`src/hdl/assert_macros.svh`:
```
// assertion macros shared by the waveform column min/max rtl
// no dependencies; define NO_ASSERTIONS to compile them out
`ifndef ASSERT_MACROS_SVH
`define ASSERT_MACROS_SVH

`ifndef NO_ASSERTIONS

`define ASSERT_ALWAYS(lbl, clk, rst, prop) \
  lbl: assert property (@(posedge clk) disable iff (rst) (prop)) \
    else $error("assertion failed");

`define ASSERT_SAME(lbl, clk, rst, ante, cons) \
  lbl: assert property (@(posedge clk) disable iff (rst) (ante) |-> (cons)) \
    else $error("assertion failed");

`define ASSERT_NEXT(lbl, clk, rst, ante, cons) \
  lbl: assert property (@(posedge clk) disable iff (rst) (ante) |=> (cons)) \
    else $error("assertion failed");

`else

`define ASSERT_ALWAYS(lbl, clk, rst, prop)
`define ASSERT_SAME(lbl, clk, rst, ante, cons)
`define ASSERT_NEXT(lbl, clk, rst, ante, cons)

`endif

`endif

```
`src/hdl/wcmm_pkg.sv`:
```
// types, constants and helpers for the waveform column min/max block
// no dependencies
`timescale 1ns / 1ps

package wcmm_pkg;

  localparam int MAX_CHANNELS = 8;
  localparam int SAMPLE_BITS  = 16;
  localparam int CNT_BITS     = 4;
  localparam int Y_BITS       = 12;
  localparam int SUM_BITS     = SAMPLE_BITS + $clog2(MAX_CHANNELS);
  localparam int SHIFT_BITS   = SUM_BITS + 2;
  localparam int POS_BITS     = SUM_BITS + 1;
  localparam int PROD_BITS    = POS_BITS + Y_BITS;
  localparam int DEN_BITS     = SAMPLE_BITS + $clog2(MAX_CHANNELS);
  localparam int Q_BITS       = Y_BITS + $clog2(MAX_CHANNELS);
  localparam int STEP_BITS    = $clog2(Q_BITS);
  localparam int DIV_BITS     = DEN_BITS + Q_BITS - 1;

  localparam int CFG_IDX_BITS  = 4;
  localparam int CFG_DATA_BITS = 12;

  localparam logic [CFG_IDX_BITS-1:0] REG_CHANNEL_COUNT = CFG_IDX_BITS'(0);
  localparam logic [CFG_IDX_BITS-1:0] REG_HEIGHT_BOUND  = CFG_IDX_BITS'(1);

  localparam logic [CNT_BITS-1:0] CHANNEL_COUNT_RESET = CNT_BITS'(1);
  localparam logic [Y_BITS-1:0]   HEIGHT_BOUND_RESET  = Y_BITS'(255);

  typedef logic signed [SAMPLE_BITS-1:0] sample_t;
  typedef logic signed [SUM_BITS-1:0]    sum_t;

  typedef enum logic [1:0] {
    SC_IDLE,
    SC_MUL,
    SC_DIV,
    SC_DONE
  } scale_state_t;

  typedef struct packed {
    logic start;
    sum_t min_sum;
    sum_t max_sum;
  } column_end_t;

  function automatic logic [CNT_BITS-1:0] eff_count(input logic [CNT_BITS-1:0] raw);
    logic [CNT_BITS-1:0] n;
    n = raw;
    if (n == '0) begin
      n = CNT_BITS'(1);
    end
    if (n > CNT_BITS'(MAX_CHANNELS)) begin
      n = CNT_BITS'(MAX_CHANNELS);
    end
    return n;
  endfunction

endpackage

```
`src/hdl/wcmm_lane.sv`:
```
// one channel lane: masks an inactive channel and registers the sample
// depends on wcmm_pkg
`timescale 1ns / 1ps

module wcmm_lane import wcmm_pkg::*; (
  input  logic    clk,
  input  logic    load,
  input  logic    active,
  input  sample_t sample,
  output sample_t value
);

  always_ff @(posedge clk) begin
    if (load) begin
      value <= active ? sample : '0;
    end
  end

endmodule

```
`config.mk`:
```
export PLATFORM = sky130hd
export DESIGN_NAME = wcmm_lane
export DESIGN_NICKNAME = d
export VERILOG_FILES = /design/src/hdl/assert_macros.svh /design/src/hdl/wcmm_pkg.sv /design/src/hdl/wcmm_lane.sv
export SDC_FILE = /design/constraint.sdc
export NUM_CORES = 1
export LEC_CHECK = 0
export BUFFER_PORTS_ARGS = -buffer_cell sky130_fd_sc_hd__buf_4
export CAP_MARGIN = 40
export CELL_PAD_IN_SITES_DETAIL_PLACEMENT = 1
export CELL_PAD_IN_SITES_GLOBAL_PLACEMENT = 1
export CORE_ASPECT_RATIO = 0.8
export CORE_MARGIN = 1
export CORE_UTILIZATION = 32
export DETAILED_ROUTE_END_ITERATION = 6
export PLACE_DENSITY = 0.84
export SYNTH_ARGS = -nofsm -noshare
export SYNTH_HDL_FRONTEND = slang
export SYNTH_SLANG_ARGS = --single-unit
export TNS_END_PERCENT = 10
```
`constraint.sdc`:
```
create_clock -name clk -period 0.8 [get_ports clk]
set_input_delay 0.08 -clock clk [delete_from_list [all_inputs] [get_ports clk]]
set_output_delay 0.08 -clock clk [all_outputs]
set_load 0.05 [all_outputs]
```
# == After elaboration in Yosys (flattened, before gate mapping) ==
# Cells that the tools add are included.
# totals
ff_bits,16
latchBits,0
mem_bits_rw,0
romBits,0
in_bits,19
output_inout_bits,16
memories,0
# op_classes
n_addsub,0
mul,0
n_div,0
n_lt_le_gt_ge,0
n_eq_ne,0
n_shift,0
muxes,0
n_bitwise,0
n_reduce_logical,0

# == Depth between registers and ports, before layout ==
# depth
word_depth,0
depth_mapped,2
ltp_nobuf,1

# == Worst setup path after synthesis ==
# No wires, ideal clock.
# synth_path
path_type,reg-to-output
start,register value[0]
end,output value[0]
arrival_time_ns,0.601
t_required_ns,0.720
setup_slack_ns,0.119
stages_incl_launch_ff,1
n_path_buf,0
path_cell_list,edfxtp_1
# synth_rtl
element,line_no,text
start: declaration,wcmm_lane.sv:10,output sample_t value
start signal: assignment,wcmm_lane.sv:15,value <= active ? sample : '0;
# No word-level cell between the ends.

# == Final worst setup path ==
# layout_path
start,register value[1]
end,output value[1]
# No word-level cell between the ends.

==> results.py <==
metrics = {
    "floorplan": {
        "die-area_um2": 2080,
        "core_area_um2": 1710,
        "start_util": 0.355,
        "num_rows": 13,
        "die_h_um": 41.0,
        "pin_count": 35,
        "die_w_um": 50.7,
    },
    "setup_path": {
        "cp_cell_sequence": "buf_6",
        "cp-end-kind": "output pin",
        "worst-path-buf-inv": 1,
        "critical_path.max_stage_delay_ns": 0.41,
        "cp-start-kind": "register",
        "crit_arrival_ns": 0.86,
        "cp_max_fo": 1,
        "critPathTopFamily": "flip-flops",
        "slowest_stage": "edfxtp_1",
        "crit_type": "reg2out",
        "cp_data_required_time_ns": 0.72,
    },
    "sta": {
        "setup_ws_ns": -0.142,
        "grt_setup_unrepaired": "true",
        "whs_ns": 0.0852,
        "worst_pin_slew_ns": 0.200,
        "max_slew_margin": 0.867,
        "finalHoldViolations": 0,
        "fin_crit_ns": 0.942,
        "fin_crit_sh": 1.18,
        "clock.fmax_ghz": 1.06,
        "setup_violations": 16,
        "drv_slew": 0,
    },
    "layout": {
        "area_growth_pct": 59.0,
        "regMostFlops": "value",
        "nets": 90,
        "layout-drive-gt1-share": 0.700,
        "final_cell_mix": "buf_4 (18), buf_6 (16), edfxtp_1 (16), and2_2 (12), and2_1 (4)",
        "final_common_cell": "buf_4",
        "fin_cells": 92,
        "fillers": 170,
        "n_antenna_cell": 0,
        "reg_top3": "value (16)",
        "largest_reg_flops": 16,
    },
    "cts": {
        "postCtsHoldBufs": 0,
        "post_cts_buffers": 0,
        "clkTransAtPathRegs_ns": 0.09,
        "cts_tree": "built",
        "cts-root-buf": "clkbuf_4",
        "clock_path_buffers": 2,
        "clock-sinks": 16,
        "cts_htree_levels": 1,
        "cts_made_buffers": 3,
    },
    "global_routing": {
        "grt_max_degree": 17,
        "grt_overflow_total": 0,
        "grt_pass1_vias": 363,
        "grt_pass1_wl_um": 1570,
        "track_usage": 0.119,
        "antenna_found_initial": 0,
    },
    "drt": {
        "vias": 373,
        "final_antenna_net_count": 0,
        "wl_per_cell_um": 12.0,
        "first_iter_violations": 3,
        "drt-total-wl_um": 1110,
        "drc_errors": 0,
        "dr.pass1.iters": 2,
        "avgViaCountPerCell": 4.05,
    },
    "logic_synthesis": {
        "synth_seq_area_share": 0.792,
        "synthTopCellsByArea": "edfxtp_1 (79%), and2_2 (15%), and2_1 (4.1%)",
        "synth-seq-cells": 16,
        "syn_area_um2": 607,
        "synthCells": 33,
        "synth.net_count": 52,
        "yosysUniqueCellTypes": 4,
        "synth.avg_cell_area_um2": 18.4,
        "yosys_warnings": 0,
        "synth_top_area_share": 0.792,
        "synth.largest_area_cell": "edfxtp_1",
    },
    "pwr": {
        "swShare": 0.287,
        "ir_worst_vdd_uv": 1270,
        "p_leak_nw": 0.404,
        "p_total_w": 0.00193,
        "p_switching_w": 0.000553,
        "cell_internal_pwr_w": 0.00138,
        "seq_power_share": 0.532,
        "clockPowerShare": 0.214,
        "power_density_nw_per_um2": 2000,
        "pwr-share-comb": 0.254,
    },
    "flow_run": {
        "drv_cap": 0,
    },
    "outcome": {
        "violations": "negative setup slack",
        "status": "finished with violations",
    },
    "worst_hold_path": {
        "hold_path.class": "in2reg",
    },
    "place": {
        "dp_slack_ns": 0.119,
        "place.port_buffers": 34,
        "placed_cells": 88,
        "place.gp.congestion": 0.616,
    },
}
-- cells in the mapped netlist, drive strengths merged --
| cell | count |
|---|---|
| edfxtp | 16 |
| and2 | 16 |
| buf | 1 |
-- kinds of logic (layout without fill, tap and decap cells) --
family,after synthesis,count (layout),synth area share
flip-flops,16,16,0.792
AND/OR/NAND/NOR,16,16,0.190
buffers and inverters,1,38,0.0186
-- metal layers --
layer,vias up,global-route usage,routed length (um)
li1,189,-,-
met1,165,0.108,396
met2,19,0.217,606
met3,0,0.0630,102
met4,0,0.0833,0
met5,-,0,0
-- metrics by stage --
| step | util | instance area, um2 | TNS, ns |
|---|---|---|---|
| after floorplan | - | 607 | 0 |
| after global placement | 0.514 | 878 | 0 |
| after detailed placement | 0.514 | 878 | 0 |
| after CTS | 0.565 | 965 | -1.95 |
| after global routing | 0.565 | 965 | -2.52 |
| final | 0.565 | 965 | -1.80 |
-- final cells by class --
cell class / count / area (um2) / area share
repair buffers: 34 / 315 / 0.327
clock buffers: 3 / 22.5 / 0.0233
multi-input cells: 16 / 115 / 0.119
well taps: 22 / 27.5 / 0.0285
clock inverters: 1 / 3.75 / 0.00389
flip-flops and latches: 16 / 480 / 0.498
-- timing repair --
| action | CTS | global route |
|---|---|---|
| gates resized for setup | 16 | 0 |
| endpoints found under the setup margin | 16 | 16 |
| gates cloned | 0 | 0 |
-- final timing paths --
kind	from	to	slack, ns	cells after the start
max	value[1]	value[1]	-0.14	1
min	sample[9]	value[9]	0.09	2
-- power groups by stage --
stage	Sequential [W]	Combinational (W)	Clock, W
after CTS	0.00103	0.000494	0.000433
after detailed placement	0.00103	0.000455	0
after global routing	0.00103	0.000509	0.000471
final	0.00103	0.000489	0.000414
after global placement	0.00103	0.000449	0
after floorplan	0.00126	0.0000403	0
No activity file was read; power rests on OpenSTA's default activity.
