`src/hdl/assert_macros.svh`:
```
// assertion macros shared by the waveform column min/max rtl
// no dependencies; define NO_ASSERTIONS to compile them out
`ifndef ASSERT_MACROS_SVH
`define ASSERT_MACROS_SVH

`ifndef NO_ASSERTIONS

`define ASSERT_ALWAYS(lbl, clk, rst, prop) \
  lbl: assert property (@(posedge clk) disable iff (rst) (prop)) \
    else $error("assertion failed");

`define ASSERT_SAME(lbl, clk, rst, ante, cons) \
  lbl: assert property (@(posedge clk) disable iff (rst) (ante) |-> (cons)) \
    else $error("assertion failed");

`define ASSERT_NEXT(lbl, clk, rst, ante, cons) \
  lbl: assert property (@(posedge clk) disable iff (rst) (ante) |=> (cons)) \
    else $error("assertion failed");

`else

`define ASSERT_ALWAYS(lbl, clk, rst, prop)
`define ASSERT_SAME(lbl, clk, rst, ante, cons)
`define ASSERT_NEXT(lbl, clk, rst, ante, cons)

`endif

`endif

```
`src/hdl/wcmm_pkg.sv`:
```
// types, constants and helpers for the waveform column min/max block
// no dependencies
`timescale 1ns / 1ps

package wcmm_pkg;

  localparam int MAX_CHANNELS = 8;
  localparam int SAMPLE_BITS  = 16;
  localparam int CNT_BITS     = 4;
  localparam int Y_BITS       = 12;
  localparam int SUM_BITS     = SAMPLE_BITS + $clog2(MAX_CHANNELS);
  localparam int SHIFT_BITS   = SUM_BITS + 2;
  localparam int POS_BITS     = SUM_BITS + 1;
  localparam int PROD_BITS    = POS_BITS + Y_BITS;
  localparam int DEN_BITS     = SAMPLE_BITS + $clog2(MAX_CHANNELS);
  localparam int Q_BITS       = Y_BITS + $clog2(MAX_CHANNELS);
  localparam int STEP_BITS    = $clog2(Q_BITS);
  localparam int DIV_BITS     = DEN_BITS + Q_BITS - 1;

  localparam int CFG_IDX_BITS  = 4;
  localparam int CFG_DATA_BITS = 12;

  localparam logic [CFG_IDX_BITS-1:0] REG_CHANNEL_COUNT = CFG_IDX_BITS'(0);
  localparam logic [CFG_IDX_BITS-1:0] REG_HEIGHT_BOUND  = CFG_IDX_BITS'(1);

  localparam logic [CNT_BITS-1:0] CHANNEL_COUNT_RESET = CNT_BITS'(1);
  localparam logic [Y_BITS-1:0]   HEIGHT_BOUND_RESET  = Y_BITS'(255);

  typedef logic signed [SAMPLE_BITS-1:0] sample_t;
  typedef logic signed [SUM_BITS-1:0]    sum_t;

  typedef enum logic [1:0] {
    SC_IDLE,
    SC_MUL,
    SC_DIV,
    SC_DONE
  } scale_state_t;

  typedef struct packed {
    logic start;
    sum_t min_sum;
    sum_t max_sum;
  } column_end_t;

  function automatic logic [CNT_BITS-1:0] eff_count(input logic [CNT_BITS-1:0] raw);
    logic [CNT_BITS-1:0] n;
    n = raw;
    if (n == '0) begin
      n = CNT_BITS'(1);
    end
    if (n > CNT_BITS'(MAX_CHANNELS)) begin
      n = CNT_BITS'(MAX_CHANNELS);
    end
    return n;
  endfunction

endpackage

```
`src/hdl/wcmm_merge.sv`:
```
// merge stage: sums the lanes and tracks the column's min and max frame sum
// depends on wcmm_pkg and assert_macros.svh
`timescale 1ns / 1ps
`include "assert_macros.svh"

module wcmm_merge import wcmm_pkg::*; (
  input  logic        clk,
  input  logic        rst,
  input  logic        beat,
  input  logic        last,
  input  sample_t     lane_val [MAX_CHANNELS],
  output column_end_t col
);

  sum_t frame_sum;
  sum_t min_sum;
  sum_t max_sum;
  sum_t min_next;
  sum_t max_next;
  logic column_open;

  always_comb begin
    frame_sum = '0;
    for (int i = 0; i < MAX_CHANNELS; i++) begin
      frame_sum = frame_sum + SUM_BITS'(lane_val[i]);
    end
  end

  always_comb begin
    min_next = (!column_open || frame_sum < min_sum) ? frame_sum : min_sum;
    max_next = (!column_open || frame_sum > max_sum) ? frame_sum : max_sum;
  end

  always_ff @(posedge clk) begin
    if (rst) begin
      column_open <= 1'b0;
      min_sum     <= '0;
      max_sum     <= '0;
    end else if (beat) begin
      column_open <= !last;
      min_sum     <= min_next;
      max_sum     <= max_next;
    end
  end

  assign col.start   = beat && last;
  assign col.min_sum = min_next;
  assign col.max_sum = max_next;

  `ASSERT_SAME(a_min_le_max, clk, rst, column_open, min_sum <= max_sum)
  `ASSERT_NEXT(a_last_closes, clk, rst, beat && last, !column_open)

endmodule

```
`config.mk`:
```
export PLATFORM = sky130hd
export DESIGN_NAME = wcmm_merge
export DESIGN_NICKNAME = d
export VERILOG_FILES = /design/src/hdl/wcmm_pkg.sv /design/src/hdl/wcmm_merge.sv
export VERILOG_INCLUDE_DIRS = /design/src /design/src/hdl
export SDC_FILE = /design/constraint.sdc
export NUM_CORES = 1
export LEC_CHECK = 0
export BUFFER_PORTS_ARGS = -buffer_cell sky130_fd_sc_hd__buf_2
export CAP_MARGIN = 20
export CORE_ASPECT_RATIO = 2
export CORE_MARGIN = 3
export CORE_UTILIZATION = 25
export DETAILED_ROUTE_END_ITERATION = 8
export PLACE_DENSITY = 0.56
export SLEW_MARGIN = 20
export SYNTH_ARGS = -nofsm -noshare
export SYNTH_HDL_FRONTEND = slang
export SYNTH_SLANG_ARGS = --single-unit
```
`constraint.sdc`:
```
create_clock -name clk -period 8.1 [get_ports clk]
set_clock_uncertainty 0.05 [all_clocks]
set_input_delay 1.215 -clock clk [delete_from_list [all_inputs] [get_ports clk]]
set_output_delay 1.215 -clock clk [all_outputs]
set_load 0.1 [all_outputs]
```
# Word-level counts from Yosys, hierarchy flattened
# Index checks and enable logic that the tools add are counted.
# W data, S select, Z words.
# totals
ff_bits	39
in_bits	132
output_inout_bits	39
# classes
n_addsub	7
magnitude_cmp	2
muxes	2
reduce_logical	5
# ops
cell	n
$add A19 B16 Y19	4
$mux W19	2
$add A18 B16 Y19	1
$gt A19 B19 Y1	1
$lt A19 B19 Y1	1
$add A17 B16 Y18	1
$add A16 B16 Y17	1
$logic_not A1 Y1	2
$logic_or A1 B1 Y1	2
$logic_and A1 B1 Y1	1

# Logic depth before layout (Yosys ltp)
# depth
depth_word	10
ltp_mapped	28
mapped_depth_nobuf	26

# Least setup slack after synthesis
# Ideal clock, no wire load.
# synth_timing
kind	in2out
start	in lane_val[2] (netlist bit)
end	out col[10] (netlist bit)
arrival_ns	8.760
path_slack_ns	-1.925
stages	27
path_buffers	2
cell_sequence	inv_1 > fa_1 > inv_1 > fa_1 > fa_1 > inv_1 > fa_1 > inv_1 > ha_1 > inv_1 > fa_1 > nand2b_1 > a21oi_1 > nand2_1 > a311oi_1 > or3_1 > xnor2_1 > inv_1 > ha_1 > and3_1 > nand4_1 > nand2b_1 > and3_1 > or2_2 > clkbuf_1 > clkbuf_1 > o21ai_0
# synth_rtl
element	line	source
from (decl)	wcmm_merge.sv:11	input sample_t lane_val [MAX_CHANNELS],
to (decl)	wcmm_merge.sv:12	output column_end_t col

==> out/qor.tcl <==
set qor(run_status) {finished, violations left}
set qor(failing_checks) {negative setup slack}
set qor(synth_edf_count) 0
set qor(timing_worst_slew_pin_value_ps) 792
set qor(final_non_filler_cells) 1369
set qor(vias_per_cell) 4.37
set qor(setup_viol) 32
set qor(report.final.hold_viol_count) 0
set qor(async_reset_ff_frac) 0
set qor(floorplan.initialDensity) 0.255
set qor(max_clock_freq_ghz) 0.120
set qor(worst_setup_path_end_kind) {output pin}
set qor(drc) 0
set qor(worst_path_dominant_cell_family) {adder cells}
set qor(cts_hold_buf) 0
set qor(gp_routability_congestion) 0.832
set qor(crit_share_post_route) 1.03
set qor(drt_iter0_drc) 132
set qor(post_synthesis_register_bit_count) 39
set qor(timing.hold.worst.class) {flip-flop to flip-flop}
set qor(die-width_um) 119
set qor(core-area_um2) 25100
set qor(synthesis.yosys.warnings) 0
set qor(antennaDiodeCount) 0
set qor(first_pass_grt_wire_length_mm) 31.0
set qor(maxCapViolCount) 0
set qor(fraction_of_final_layout_cells_with_drive_strength_greater_than_1) 0.399
set qor(syn_inst) 750
set qor(syn_area_per_cell_um2) 8.54
set qor(hold_ws_ps) 437
set qor(critical_path_arrival_ps) 7040
set qor(port_buffers) 170
set qor(maxSlewViolCount) 0
set qor(critPathSlowestCell) {sky130_fd_sc_hd__fa_1}
set qor(critPathRequiredTime_ps) 6840
set qor(post_route_utilization) 0.401
set qor(design.die.area_um2) 27700
set qor(antenna_left) 0
set qor(grt_usage) 0.140
set qor(first_global_vias) 6565
set qor(tritoncts.num_buffers) 5
set qor(synthesis.nets) 1037
set qor(final_nets) 1319
set qor(grt_start_max_net_pins) 40
set qor(cp_num_buf_inv) 10
set qor(cts_root_buf) {sky130_fd_sc_hd__clkbuf_16}
set qor(clk-insertion-delay-late_ps) 290
set qor(start_kind) {primary input}
set qor(synthDistinctLibCells) 54
set qor(synth.cell_area_um2) 6400
set qor(dr.pass1.iters) 4
set qor(tritoncts_clock_tree) {done}
set qor(maxSlewHeadroom) 0.472
set qor(cts.reportedPaths.clkPinSlew_ps) 60
set qor(grt_antenna_before_repair) 0
set qor(placedCellCount) 1328
set qor(worstSetupPathType) {primary input to output pin}
set qor(period_needed_ps) 8310
set qor(htreeDepth) 2
set qor(place_hpwl_mm) 16.0
set qor(setup_slack_placement_ps) -564
set qor(slowest_delay_ps) 520
set qor(rsz0062_at_grt) {true}
set qor(cts.path.max_buffers) 2
set qor(grt.overflow.total) 0
set qor(post_drt_wl_per_cell_um) 13.9
set qor(synth_top_flop_cell) {sky130_fd_sc_hd__dfxtp_1}
set qor(cp_max_fo) 5
set qor(tritoncts_num_sinks) 39
set qor(layout-area-overhead-vs-synth_pct) 57.6
set qor(ios) 171
set qor(floorplan_die_height_um) 232
set qor(postLayoutSetupSlackWorst_ps) -209
set qor(num_vias) 5976
set qor(rows) 82
set qor(routed_wl_mm) 19.0
set qor(yosysSeqAreaShare) 0.122
-- per-stage QoR --
step / setup TNS [ps] / cell area, µm²
2_1_floorplan: -9810 / 6720
3_3_place_gp: -14650 / 9200
3_5_place_dp: -17530 / 9200
4_1_cts: -5840 / 9910
5_1_grt: -15670 / 10100
6_report: -4390 / 10100
-- area by class of cell --
class	count	area [µm²]
clock inverters	1	5.00
inverters	220	833
multi-input cells	473	5360
clock buffers	7	133
fillers	2461	15000
repair buffers	293	2550
well taps	336	420
flip-flops and latches	39	781
-- synthesized netlist by cell type (2+ instances only) --
library cell                  n  area share
sky130_fd_sc_hd__inv_1      220        0.13
sky130_fd_sc_hd__fa_1        99        0.31
sky130_fd_sc_hd__ha_1        56        0.11
sky130_fd_sc_hd__o21ai_0     45       0.035
sky130_fd_sc_hd__a21oi_1     44       0.034
sky130_fd_sc_hd__dfxtp_1     39        0.12
sky130_fd_sc_hd__nand2_1     33       0.019
sky130_fd_sc_hd__nor2_1      32       0.019
sky130_fd_sc_hd__nand3_1     20       0.016
sky130_fd_sc_hd__mux2i_1     19       0.030
sky130_fd_sc_hd__a211oi_1    15       0.018
sky130_fd_sc_hd__clkbuf_1    13      0.0076
sky130_fd_sc_hd__mux2_2      11       0.019
sky130_fd_sc_hd__nor3_1      11      0.0086
sky130_fd_sc_hd__o21a_1       9       0.011
sky130_fd_sc_hd__xnor2_1      8       0.011
sky130_fd_sc_hd__mux2_4       7       0.016
sky130_fd_sc_hd__nand4_1      7      0.0068
sky130_fd_sc_hd__xor2_1       6      0.0082
sky130_fd_sc_hd__a21o_1       4      0.0047
sky130_fd_sc_hd__and3_1       4      0.0039
sky130_fd_sc_hd__buf_2        4      0.0031
sky130_fd_sc_hd__a311oi_1     3      0.0041
sky130_fd_sc_hd__nor2b_1      3      0.0029
sky130_fd_sc_hd__or3_1        3      0.0029
sky130_fd_sc_hd__a31oi_1      2      0.0020
sky130_fd_sc_hd__and2_1       2      0.0020
sky130_fd_sc_hd__nand2b_1     2      0.0020
sky130_fd_sc_hd__nor3_2       2      0.0031
sky130_fd_sc_hd__o2111ai_1    2      0.0027
sky130_fd_sc_hd__o31ai_1      2      0.0023
-- metal layers --
layer,track usage,vias to the layer above,wire length [µm]
met5,0,-,0
met4,0.0453,0,544
met3,0.0119,30,608
met2,0.293,144,11600
met1,0.139,2884,6320
li1,-,2918,-
-- timing repair --
action | in CTS | in global routing
cloned | 4 | 1
resized for setup | 73 | 27
endpoints found under the setup margin | 38 | 57
pin swaps | 37 | 12
setup buffers | 25 | 5
-- cells in the final DEF, fill, tap and decap left out, types with 6 or more instances in the layout --
cell type                  synthesis  layout
sky130_fd_sc_hd__o21ai_0          45      28
sky130_fd_sc_hd__buf_4             1     104
sky130_fd_sc_hd__buf_6             1      11
sky130_fd_sc_hd__ha_1             56      50
sky130_fd_sc_hd__ha_4              0       6
sky130_fd_sc_hd__o21a_1            9       9
sky130_fd_sc_hd__buf_2             4     129
sky130_fd_sc_hd__xor2_1            6       6
sky130_fd_sc_hd__a21oi_1          44      35
sky130_fd_sc_hd__inv_2             0       9
sky130_fd_sc_hd__a211oi_1         15       8
sky130_fd_sc_hd__dfxtp_1          39      39
sky130_fd_sc_hd__nor2_1           32      28
sky130_fd_sc_hd__nor3_1           11       8
sky130_fd_sc_hd__nand3_1          20      20
sky130_fd_sc_hd__fa_1             99      96
sky130_fd_sc_hd__buf_12            0      46
sky130_fd_sc_hd__o21ai_4           0      15
sky130_fd_sc_hd__nand2_4           0       6
sky130_fd_sc_hd__nand2_1          33      24
sky130_fd_sc_hd__mux2i_1          19      16
sky130_fd_sc_hd__nand4_1           7       7
sky130_fd_sc_hd__inv_1           220     210
sky130_fd_sc_hd__mux2_4            7      18
sky130_fd_sc_hd__a211oi_2          0       6
-- state kept, by name (all words and copies together), names as in the netlist --
name	count
column_open	1
min_sum	19
max_sum	19
-- worst register-to-register path: stages, from the launching register on --
cell                       delay [ps]
sky130_fd_sc_hd__dfxtp_1          340
sky130_fd_sc_hd__inv_1            100
sky130_fd_sc_hd__ha_1             340
sky130_fd_sc_hd__a21oi_1          160
sky130_fd_sc_hd__o21ai_0          120
sky130_fd_sc_hd__a211oi_2         290
sky130_fd_sc_hd__o22ai_2          120
sky130_fd_sc_hd__buf_4            150
sky130_fd_sc_hd__buf_4            120
sky130_fd_sc_hd__buf_4            120
sky130_fd_sc_hd__buf_4            120
sky130_fd_sc_hd__buf_4            120
sky130_fd_sc_hd__buf_4            130
sky130_fd_sc_hd__buf_4            130
sky130_fd_sc_hd__buf_4            120
sky130_fd_sc_hd__buf_4            120
sky130_fd_sc_hd__buf_4            120
sky130_fd_sc_hd__buf_4            120
sky130_fd_sc_hd__buf_4            130
sky130_fd_sc_hd__o21ai_4          240
sky130_fd_sc_hd__buf_6            190
sky130_fd_sc_hd__mux2i_1          220
sky130_fd_sc_hd__nor2_1            50
-- path summary, 6_finish.rpt --
kind	start	end	slack (ps)	cells past startpoint
worst min-delay path	min_sum[0]	min_sum[0]	440	2
worst max register to register	max_sum[6]	max_sum[11]	4270	22
worst max-delay path	lane_val[63]	col[26]	-210	26
worst min register to register	min_sum[0]	min_sum[0]	440	2
-- logic make-up (layout without fill, tap and decap cells) --
| family | after synthesis | after routing | share of synthesized area |
|---|---|---|---|
| buffers and inverters | 239 | 521 | 0.143 |
| adder cells (fa/ha/maj) | 155 | 155 | 0.419 |
| AO/OA/AOI/OAI | 138 | 138 | 0.131 |
| AND/OR/NAND/NOR | 127 | 128 | 0.0979 |
| flip-flops | 39 | 39 | 0.122 |
| multiplexers | 38 | 38 | 0.0690 |
| XOR/XNOR | 14 | 14 | 0.0191 |
Power is not shown: default switching activity piles up to over one toggle a cycle in this logic, so the estimate is an artifact.
