==> config.mk <==
export PLATFORM = sky130hd
export DESIGN_NAME = wcmm_scale
export DESIGN_NICKNAME = d
export VERILOG_FILES = /design/src/hdl/wcmm_pkg.sv /design/src/hdl/wcmm_scale.sv
export VERILOG_INCLUDE_DIRS = /design/src /design/src/hdl
export SDC_FILE = /design/constraint.sdc
export NUM_CORES = 1
export LEC_CHECK = 0
export ABC_AREA = 1
export BUFFER_PORTS_ARGS = -buffer_cell sky130_fd_sc_hd__buf_2
export CAP_MARGIN = 20
export CORE_AREA = 2 2 175 177
export CTS_BUF_LIST = sky130_fd_sc_hd__clkbuf_2
export DETAILED_ROUTE_END_ITERATION = 8
export DIE_AREA = 0 0 177 179
export PLACE_DENSITY = 0.71
export SLEW_MARGIN = 20
export SYNTH_ARGS = -nofsm -noshare
export SYNTH_HDL_FRONTEND = slang
export SYNTH_SLANG_ARGS = --single-unit
==> constraint.sdc <==
create_clock -name clk -period 4.6 [get_ports clk]
set_input_delay 0 -clock clk [delete_from_list [all_inputs] [get_ports clk]]
set_output_delay 0 -clock clk [all_outputs]
set_load 0.05 [all_outputs]
==> src/hdl/assert_macros.svh <==
// assertion macros shared by the waveform column min/max rtl
// no dependencies; define NO_ASSERTIONS to compile them out
`ifndef ASSERT_MACROS_SVH
`define ASSERT_MACROS_SVH

`ifndef NO_ASSERTIONS

`define ASSERT_ALWAYS(lbl, clk, rst, prop) \
  lbl: assert property (@(posedge clk) disable iff (rst) (prop)) \
    else $error("assertion failed");

`define ASSERT_SAME(lbl, clk, rst, ante, cons) \
  lbl: assert property (@(posedge clk) disable iff (rst) (ante) |-> (cons)) \
    else $error("assertion failed");

`define ASSERT_NEXT(lbl, clk, rst, ante, cons) \
  lbl: assert property (@(posedge clk) disable iff (rst) (ante) |=> (cons)) \
    else $error("assertion failed");

`else

`define ASSERT_ALWAYS(lbl, clk, rst, prop)
`define ASSERT_SAME(lbl, clk, rst, ante, cons)
`define ASSERT_NEXT(lbl, clk, rst, ante, cons)

`endif

`endif

==> src/hdl/wcmm_pkg.sv <==
// types, constants and helpers for the waveform column min/max block
// no dependencies
`timescale 1ns / 1ps

package wcmm_pkg;

  localparam int MAX_CHANNELS = 8;
  localparam int SAMPLE_BITS  = 16;
  localparam int CNT_BITS     = 4;
  localparam int Y_BITS       = 12;
  localparam int SUM_BITS     = SAMPLE_BITS + $clog2(MAX_CHANNELS);
  localparam int SHIFT_BITS   = SUM_BITS + 2;
  localparam int POS_BITS     = SUM_BITS + 1;
  localparam int PROD_BITS    = POS_BITS + Y_BITS;
  localparam int DEN_BITS     = SAMPLE_BITS + $clog2(MAX_CHANNELS);
  localparam int Q_BITS       = Y_BITS + $clog2(MAX_CHANNELS);
  localparam int STEP_BITS    = $clog2(Q_BITS);
  localparam int DIV_BITS     = DEN_BITS + Q_BITS - 1;

  localparam int CFG_IDX_BITS  = 4;
  localparam int CFG_DATA_BITS = 12;

  localparam logic [CFG_IDX_BITS-1:0] REG_CHANNEL_COUNT = CFG_IDX_BITS'(0);
  localparam logic [CFG_IDX_BITS-1:0] REG_HEIGHT_BOUND  = CFG_IDX_BITS'(1);

  localparam logic [CNT_BITS-1:0] CHANNEL_COUNT_RESET = CNT_BITS'(1);
  localparam logic [Y_BITS-1:0]   HEIGHT_BOUND_RESET  = Y_BITS'(255);

  typedef logic signed [SAMPLE_BITS-1:0] sample_t;
  typedef logic signed [SUM_BITS-1:0]    sum_t;

  typedef enum logic [1:0] {
    SC_IDLE,
    SC_MUL,
    SC_DIV,
    SC_DONE
  } scale_state_t;

  typedef struct packed {
    logic start;
    sum_t min_sum;
    sum_t max_sum;
  } column_end_t;

  function automatic logic [CNT_BITS-1:0] eff_count(input logic [CNT_BITS-1:0] raw);
    logic [CNT_BITS-1:0] n;
    n = raw;
    if (n == '0) begin
      n = CNT_BITS'(1);
    end
    if (n > CNT_BITS'(MAX_CHANNELS)) begin
      n = CNT_BITS'(MAX_CHANNELS);
    end
    return n;
  endfunction

endpackage

==> src/hdl/wcmm_scale.sv <==
// y scaling unit: offset, multiply by height, restoring divide by 65535*n
// depends on wcmm_pkg and assert_macros.svh
`timescale 1ns / 1ps
`include "assert_macros.svh"

module wcmm_scale import wcmm_pkg::*; (
  input  logic                clk,
  input  logic                rst,
  input  logic                start,
  input  sum_t                sum,
  input  logic [CNT_BITS-1:0] n,
  input  logic [Y_BITS-1:0]   h,
  input  logic                take,
  output logic                done,
  output logic [Y_BITS-1:0]   y
);

  scale_state_t state;
  scale_state_t state_next;

  logic [POS_BITS-1:0]   pos;
  logic [Y_BITS-1:0]     h_q;
  logic [DEN_BITS-1:0]   den;
  logic [PROD_BITS-1:0]  rem;
  logic [Q_BITS-1:0]     quot;
  logic [STEP_BITS-1:0]  step;

  logic [SHIFT_BITS-1:0] shifted;
  logic [SHIFT_BITS-1:0] offset;
  logic [POS_BITS-1:0]   pos_next;
  logic [DEN_BITS-1:0]   den_next;
  logic [DIV_BITS-1:0]   trial;
  logic                  fits;

  always_comb begin
    offset   = SHIFT_BITS'(n) << (SAMPLE_BITS - 1);
    shifted  = {{(SHIFT_BITS - SUM_BITS){sum[SUM_BITS-1]}}, sum} + offset;
    pos_next = (!shifted[SHIFT_BITS-1] && shifted != '0) ? shifted[POS_BITS-1:0] : '0;
    den_next = (DEN_BITS'(n) << SAMPLE_BITS) - DEN_BITS'(n);
    trial    = DIV_BITS'(den) << step;
    fits     = DIV_BITS'(rem) >= trial;
  end

  always_comb begin
    state_next = state;
    unique case (state)
      SC_IDLE: if (start) state_next = SC_MUL;
      SC_MUL:  state_next = SC_DIV;
      SC_DIV:  if (step == '0) state_next = SC_DONE;
      SC_DONE: if (take) state_next = SC_IDLE;
      default: state_next = SC_IDLE;
    endcase
  end

  always_comb begin
    done = (state == SC_DONE);
    y    = (quot > Q_BITS'(h_q)) ? h_q : quot[Y_BITS-1:0];
  end

  always_ff @(posedge clk) begin
    if (rst) begin
      state <= SC_IDLE;
    end else begin
      state <= state_next;
    end
  end

  always_ff @(posedge clk) begin
    unique case (state)
      SC_IDLE: begin
        if (start) begin
          pos <= pos_next;
          den <= den_next;
          h_q <= h;
        end
      end
      SC_MUL: begin
        rem  <= PROD_BITS'(pos) * PROD_BITS'(h_q);
        quot <= '0;
        step <= STEP_BITS'(Q_BITS - 1);
      end
      SC_DIV: begin
        if (fits) begin
          rem <= PROD_BITS'(DIV_BITS'(rem) - trial);
        end
        quot[step] <= fits;
        step       <= step - STEP_BITS'(1);
      end
      SC_DONE: ;
      default: ;
    endcase
  end

  `ASSERT_SAME(a_start_when_idle, clk, rst, start, state == SC_IDLE)
  `ASSERT_NEXT(a_mul_then_div, clk, rst, state == SC_MUL, state == SC_DIV && quot == '0)

endmodule

Yosys cells after proc, flatten, opt, wreduce, memory -nomap -nowiden
Index checks and enable logic that the tools add are counted.
{"block": "totals", "regBits": 104, "input_bits": 39, "out_inout_bits": 13}
{"block": "op_classes", "addsub": 4, "mul": 1, "magnitude_cmp": 4, "eq_ne": 7, "n_shift": 1, "muxes": 12, "n_reduce_logical": 10}
{"operator": "32-bit case mux with 2 select lines", "n": 1}
{"operator": "32-bit by 33-bit >= comparator with 1-bit output", "n": 1}
{"operator": "19-bit by 4-bit left shift with 33-bit output", "n": 1}
{"operator": "20-bit by 12-bit multiplier with 32-bit output", "n": 1}
{"operator": "32-bit 2-to-1 mux", "n": 1}
{"operator": "32-bit subtractor", "n": 1}
{"operator": "15-bit case mux with 2 select lines", "n": 1}
{"operator": "19-bit by 20-bit adder with 21-bit output", "n": 1}
{"operator": "21-bit nonzero test", "n": 1}
{"operator": "19-bit by 4-bit subtractor with 19-bit output", "n": 1}
{"operator": "15-bit bitwise mux", "n": 1}
{"operator": "15-bit by 12-bit > comparator with 1-bit output", "n": 1}
{"operator": "12-bit 2-to-1 mux", "n": 1}
{"operator": "2-bit != test, second input constant", "n": 4}
{"operator": "2-bit case mux with 4 select lines", "n": 1}
{"operator": "4-bit case mux with 2 select lines", "n": 1}
{"operator": "2-bit 2-to-1 mux", "n": 3}
{"operator": "4-bit by 5-bit less-than comparator with 1-bit output, second input constant", "n": 1}
{"operator": "1-bit demux with 4-bit select", "n": 1}
{"operator": "2-bit equality test, second input constant", "n": 2}
{"operator": "4-bit by 1-bit >= comparator with 1-bit output, second input constant", "n": 1}
{"operator": "4-bit logical NOT", "n": 1}
{"operator": "2-bit AND reduction", "n": 2}
{"operator": "4-bit by 1-bit subtractor with 4-bit output, second input constant", "n": 1}
{"operator": "other kinds (7)", "n": 8}

Longest topological paths before layout
Gate-level depths: netlist of run 1.
{"block": "logic_depth", "word_depth": 6, "ltp_mapped": 24, "depth_no_buf": 23}

Worst setup path before layout of run 1
OpenSTA, ideal clock, no wires.
{"block": "synth_path", "path_kind": "reg2reg", "startpoint": "register h_q[11]", "endpoint": "register rem[29], data pin", "setup_ns": 0.254, "t_arrival_ns": 4.693, "t_required_ns": 4.346, "setup_slack_ns": -0.346, "stages_incl_launch_ff": 23, "path_cell_list": "edfxtp_1 -> clkbuf_1 -> nand2_1 -> fa_1 -> inv_1 -> fa_1 -> inv_1 -> fa_1 -> inv_1 -> fa_1 -> inv_1 -> fa_1 -> inv_1 -> ha_1 -> nand2_1 -> nor2_1 -> nand2_1 -> nor4_1 -> nand2_1 -> nand2_1 -> nand2_1 -> nand3_1 -> nand2_1"}
{"block": "synth_between", "elab_chain_cells": 2}
{"item": "from (decl)", "line_no": "wcmm_scale.sv:22", "source": "logic [Y_BITS-1:0] h_q;"}
{"item": "from (signal assigned)", "line_no": "wcmm_scale.sv:74", "source": "h_q <= h;"}
{"item": "20-bit by 12-bit multiplier with 32-bit output", "line_no": "wcmm_scale.sv:78", "source": "rem <= PROD_BITS'(pos) * PROD_BITS'(h_q);"}
{"item": "32-bit case mux with 2 select lines", "line_no": "wcmm_scale.sv:69", "source": "unique case (state)"}
{"item": "to (signal assigned)", "line_no": "wcmm_scale.sv:78"}
{"item": "to (signal assigned)", "line_no": "wcmm_scale.sv:84", "source": "rem <= PROD_BITS'(DIV_BITS'(rem) - trial);"}
{"item": "to (decl)", "line_no": "wcmm_scale.sv:24", "source": "logic [PROD_BITS-1:0] rem;"}
Every way passes these cells.
A chain may end at the register's enable or synchronous reset.

Final worst setup path of run 1
{"block": "layout_path", "startpoint": "register pos[8]", "endpoint": "register rem[29], data pin"}
{"block": "layout_between", "elab_chain_cells": 2}
{"item": "from (decl)", "line_no": "wcmm_scale.sv:21", "source": "logic [POS_BITS-1:0] pos;"}
{"item": "from (signal assigned)", "line_no": "wcmm_scale.sv:72", "source": "pos <= pos_next;"}
{"item": "20-bit by 12-bit multiplier with 32-bit output", "line_no": "wcmm_scale.sv:78"}
{"item": "32-bit case mux with 2 select lines", "line_no": "wcmm_scale.sv:69"}
Every way passes these cells.

==> results by group, run 1 <==
Placed design
  – PortBufs: 51
  – Post-DP HPWL: 37300 um
  – Gp weighted congestion: 0.977
  – Setup slack at placement: -580 ps
  – Placed cell count: 2761

Synth
  – Post-synth net total: 2608
  – Sequential-to-total area share from yosys stat: 17.8%
  – Synth Area in Compound Gates: 6.92%
  – Cells after Synth: 2256
  – Synth Area per Inst: 7.07 sq um
  – Largest family of logic cells by synthesized area: adder cells
  – Ys Warns: 0
  – Mux cell area share after synthesis: 0%
  – Synth Area in XOR/XNOR: 1.04%
  – Yosys cell types: 45
  – FF+latch count, synth: 95
  – Simple-Gate Fraction of Synth Area: 27.0%
  – Synthesized area: 16000 sq um
  – Post-Synth Adder-Cell Area: 33.1%

Final layout
  – Share of layout cells above drive strength 1: 17.0%
  – # fillers: 2641
  – Most frequent cells in the layout: nand2_1 (671), inv_1 (499), fa_1 (174)
  – NumNets Final: 2815
  – Finished Layout Cells: 2867
  – Area Growth Syn to Fin: 20.5%
  – Commonest non-fill, non-tap cell in the layout: nand2_1
  – Storage cell area: 2830 sq um
  – Footprint of the multi-input gates: 11600 sq um

Floorplan
  – Die ar.: 31700 sq um
  – Ports: 52
  – Row cnt: 64
  – Initial core utilization: 53.1%
  – Core area: 30000 sq um
  – Die Width: 177 um
  – Die height: 179 um

Clock tree
  – H-tree levels: 3
  – Total CTS buffers: 9
  – Clk buf depth: 2
  – Worst skew pair latency: 720 ps
  – Clock root cell: clkbuf_2
  – Sink Count: 95
  – Worst-path clk slew: 320 ps
  – CTS tree: yes

Outcome
  – Status: finished, violations left
  – Failing checks: negative setup slack

Critical path
  – Startpoint types: register
  – CP Max Fanout: 5
  – CP bufs+invs: 6
  – WP data arrival: 5490 ps
  – Family with the most delay on the worst path: adder cells
  – CP peak stage delay: 590 ps
  – Worst path cell trace: buf_4, nand2_1, inv_1, fa_1, fa_2, fa_1, fa_1, inv_1, fa_1, inv_1, ha_4, nand2_1, inv_1, nand2_2, buf_4, nor4_4, nand2_2, nand2_1, nand2_1, nand3_2, nand2_1
  – Slowest CP cell: fa_2
  – CP Class: register to register
  – Top cell by count, worst path: nand2_1
  – Data required, critical path: 5120 ps
  – Setup crit end kind: register

Global routing
  – GRT Total Usage: 30.4%
  – GRT overflow: 0
  – Vias in the first global route: 15100
  – First-pass GRT wire length: 75100 um
  – Largest net degree at the start of global routing: 46
  – Initial antenna violation count: 1

Timing
  – Final setup fails: 21
  – Peak Freq: 201 MHz
  – Period minus WS final: 4970 ps
  – RSZ-0062 raised after global routing: yes
  – Final Skew: 69.3 ps
  – Final Max Tran Viols: 0
  – Final Hold Fails: 0
  – Crit share post-route: 108%
  – Setup ws final: -370 ps
  – Slew HR: 39.4%
  – Worst slew pin tran: 909 ps

Detailed routing
  – Post-Route WL: 46400 um
  – ANT nets after route: 0
  – Starting DRT DRC Count: 1193
  – Post-DR wirelength/cell: 16.2 um
  – Pre-Repair DR Iteration Count: 6
  – Via-to-Cell Ratio: 5.27
  – DRC: 0
  – Vias: 15100

Job
  – Max_cap viols: 0

Min path
  – Tightest Hold Check Type: primary input to register
[state kept, by name, summed over array words and instances, names as in the netlist]
signal  count
step        4
pos        20
rem        32
den        10
state       2
quot       15
h_q        12
[final cells by class]
cell class / count / share of cell area, %
diodes: 3 / 0.0390
clock buffers: 10 / 0.260
clock inverters: 6 / 0.384
inverters: 523 / 10.2
multi-input cells: 1569 / 60.4
flip-flops and latches: 95 / 14.7
well taps: 396 / 2.58
repair buffers: 265 / 11.4
[cells by family (layout without fill, tap and decap cells)]
family / count (synthesis) / after routing
flops: 95 / 95
xor+xnor: 19 / 19
buf+inv: 592 / 804
simple gates: 1038 / 1038
other cells: 0 / 3
compound gates: 199 / 199
fa+ha+maj: 313 / 313
[repair_timing]
action / CTS / global route
setup buffers: 25 / 14
pin swaps: 41 / 46
endpoints found under the setup margin: 24 / 25
hold buffers: 49 / 0
gates resized for setup: 73 / 86
endpoints found under the hold margin: 44 / 0
[Yosys cell counts (all sizes together)]
cell type / n / area, sq um
xor2: 15 / 131
nand4: 17 / 106
a21boi: 2 / 15.0
nor4b: 1 / 8.76
o21ai: 79 / 399
fa: 182 / 3640
a31oi: 1 / 6.26
nor4: 8 / 50.1
and3: 1 / 6.26
nand3b: 12 / 90.1
a21oi: 75 / 375
a21o: 3 / 22.5
dfxtp: 2 / 40.0
nor2: 141 / 564
nor3: 10 / 50.1
o21bai: 14 / 105
edfxtp: 93 / 2790
a22oi: 2 / 15.0
a211oi: 2 / 15.0
o22ai: 6 / 37.5
or2: 4 / 25.0
ha: 131 / 1640
clkinv: 1 / 3.75
clkbuf: 57 / 214
nor3b: 1 / 7.51
buf: 12 / 86.3
o211ai: 1 / 7.51
inv: 522 / 1960
nand2: 731 / 2780
nand3: 110 / 606
xnor2: 4 / 35.0
and2: 2 / 12.5
o21a: 14 / 105
[layer usage]
metal | track usage (%) | wire length, um
met1 | 39.9 | 19900
met2 | 53.1 | 22800
met3 | 3.20 | 2520
met4 | 9.09 | 1230
met5 | 0 | 0
[final timing paths]
| check | cells after the start | end | from | slack [ps] |
|---|---|---|---|---|
| setup / recovery | 21 | rem[29] | pos[8] | -370 |
| hold / removal | 2 | h_q[9] | h[9] | 20 |
| setup reg to reg | 21 | rem[29] | pos[8] | -370 |
| hold reg to reg | 2 | state[0] | state[0] | 660 |
[per-stage QoR]
stage / setup TNS [ps] / cell area, sq um / util, % / hold slack, ps
5_1_grt: -9090 / 19200 / 64.0 / 35.5
3_5_place_dp: -8160 / 17800 / 59.3 / 178
2_1_floorplan: -48.8 / 16400 / - / 78.5
6_report: -5060 / 19200 / 64.0 / 23.8
4_1_cts: -4590 / 18800 / 62.7 / 15.5
3_3_place_gp: -6310 / 17800 / 59.3 / 177
Power of run 1 is left out: the tool's default activity adds up to more than one toggle a clock period on the data nets, which glitch-free logic cannot reach.
==> run 2, diff against run 1 <==
--- a/config.mk
+++ b/config.mk
@@ -14,6 +14,7 @@
 export DETAILED_ROUTE_END_ITERATION = 8
 export DIE_AREA = 0 0 177 179
 export PLACE_DENSITY = 0.71
+export RECOVER_POWER = 50
 export SLEW_MARGIN = 20
 export SYNTH_ARGS = -nofsm -noshare
 export SYNTH_HDL_FRONTEND = slang
==> results by group, run 2 (synthesis results as in run 1) <==
Final layout
  – Largest registers: rem x32, pos x20, quot x15 (unchanged)
  – Share of layout cells above drive strength 1: 16.8% (was 17.0%)
  – Max reg flops: 32 (unchanged)
  – Commonest non-fill, non-tap cell in the layout: nand2_1 (unchanged)
  – Area Growth Syn to Fin: 20.5% (about the same)
  – Final Cell Area: 19200 sq um (about the same)
  – Finished Layout Cells: 2866 (was 2867)
  – NumNets Final: 2815 (unchanged)
  – Layout Utilization: 64.0% (about the same)
  – Most frequent cells in the layout: nand2_1 (671), inv_1 (500), fa_1 (174) (was nand2_1 (671), inv_1 (499), fa_1 (174))
  – Top reg by flops: rem (unchanged)

Detailed routing
  – Post-DR wirelength/cell: 16.2 um (about the same)
  – DRC: 0 (unchanged)
  – Pre-Repair DR Iteration Count: 7 (was 6)
  – Via-to-Cell Ratio: 5.26 (was 5.27)
  – ANT nets after route: 0 (unchanged)
  – Vias: 15100 (about the same)
  – Post-Route WL: 46300 um (was 46400 um)
  – Starting DRT DRC Count: 1181 (was 1193)

Placed design
  – PortBufs: 51 (unchanged)
  – Post-DP Area: 17800 sq um (unchanged)
  – Placed cell count: 2761 (unchanged)
  – Post-DP HPWL: 37300 um (unchanged)
  – Gp weighted congestion: 0.977 (unchanged)

Clock tree
  – Worst skew pair latency: 710 ps (was 720 ps)
  – CTS tree: yes (unchanged)
  – Clock root cell: clkbuf_2 (unchanged)
  – Sink Count: 95 (unchanged)
  – H-tree levels: 3 (unchanged)
  – Total CTS buffers: 9 (unchanged)
  – Worst-path clk slew: 320 ps (about the same)
  – Clk buf depth: 2 (unchanged)

Floorplan
  – Die Width: 177 um (unchanged)
  – Initial core utilization: 53.1% (unchanged)
  – Die ar.: 31700 sq um (unchanged)
  – Die height: 179 um (unchanged)
  – Core area: 30000 sq um (unchanged)
  – Ports: 52 (unchanged)
  – Row cnt: 64 (unchanged)

Critical path
  – R2R Path End: rem[29] (unchanged)
  – CP Class: register to register (unchanged)
  – CP Launch Point: pos[8] (unchanged)
  – Reg2Reg Launch Point: pos[8] (unchanged)
  – Setup crit end kind: register (unchanged)
  – R2r worst-path depth: 21 (unchanged)
  – WP data arrival: 5460 ps (was 5490 ps)
  – CP Max Fanout: 5 (unchanged)
  – Critical path destination: rem[29] (unchanged)
  – Slack of the worst reg-to-reg path: -370 ps (about the same)
  – Data required, critical path: 5100 ps (was 5120 ps)
  – Startpoint types: register (unchanged)

Timing
  – Setup ws final: -369 ps (was -370 ps)
  – Final Max Tran Viols: 43 (was 0)
  – Slew HR: -55.9% (was 39.4%)
  – Crit share post-route: 108% (about the same)
  – Worst hold margin: 31.5 ps (was 23.8 ps)
  – Worst slew pin tran: 2340 ps (was 909 ps)
  – RSZ-0062 raised after global routing: yes (unchanged)
  – Peak Freq: 201 MHz (about the same)
  – Period minus WS final: 4970 ps (about the same)
  – Final setup fails: 21 (unchanged)
  – Final Skew: 70.3 ps (was 69.3 ps)
  – Final Hold Fails: 0 (unchanged)

Job
  – Max_cap viols: 1 (was 0)

Min path
  – Tightest Hold Check Type: primary input to register (unchanged)
  – Hold path start: h[9] (unchanged)

Global routing
  – First-pass GRT wire length: 75100 um (unchanged)
  – Vias in the first global route: 15100 (unchanged)
  – Largest net degree at the start of global routing: 46 (unchanged)
  – GRT overflow: 0 (unchanged)
  – GRT Total Usage: 30.4% (unchanged)
  – Initial antenna violation count: 1 (unchanged)

Outcome
  – Failing checks: max-capacitance violations, max-slew violations, negative setup slack (was negative setup slack)
  – Status: finished, violations left (unchanged)
[run 2: what timing repair did]
item                       in CTS  in global routing
buffers inserted               25                 14
pin swaps                      41                 46
gates resized for setup        73                 86
hold buffers                   49                  0
hold endpoints to repair       44                  0
setup endpoints to repair      24                 25
[run 2: worst min-delay path by stage]
stage                     to  slack [ps]  depth (start not counted)
finish                h_q[9]          30                          2
global route         h_q[10]          40                          2
detailed placement    h_q[7]         180                          1
global placement      h_q[8]         180                          1
CTS                  h_q[10]          20                          2
floorplan           state[0]          80                          1
[run 2: layer usage]
metal	wire, um	vias up	track usage [%]
met5	0	-	0
met4	1250	0	9.09
met3	2510	83	3.20
met2	22900	496	53.1
met1	19700	7252	39.9
li1	-	7251	-
[run 2: layout make-up]
cell class,instances,area [sq um]
antenna,2,5.00
clock buffer,10,50.0
clock inverter,6,73.8
fill,2644,10800
inverter,523,1960
multi-input combinational,1569,11600
sequential,95,2830
tap,396,495
timing repair buffer,265,2180
[run 2: metrics by stage]
step | setup WS (ps) | setup TNS (ps)
finish | -369 | -5060
global route | -591 | -11640
CTS | -331 | -4590
detailed placement | -580 | -8160
global placement | -438 | -6310
floorplan | -19.3 | -48.8
[run 2: worst max-delay path, cell delays in order (launching register included)]
cell      delay, ps
edfxtp_1        540
buf_4           180
nand2_1          60
inv_1            50
fa_1            530
fa_2            590
fa_1            440
fa_1            550
inv_1            50
fa_1            520
inv_1            60
ha_4            270
nand2_1          90
inv_1            80
nand2_2          60
buf_4           140
nor4_4          220
nand2_2         110
nand2_1          70
nand2_1          60
nand3_2          80
nand2_1          70
Power of run 2 is left out for the same reason.
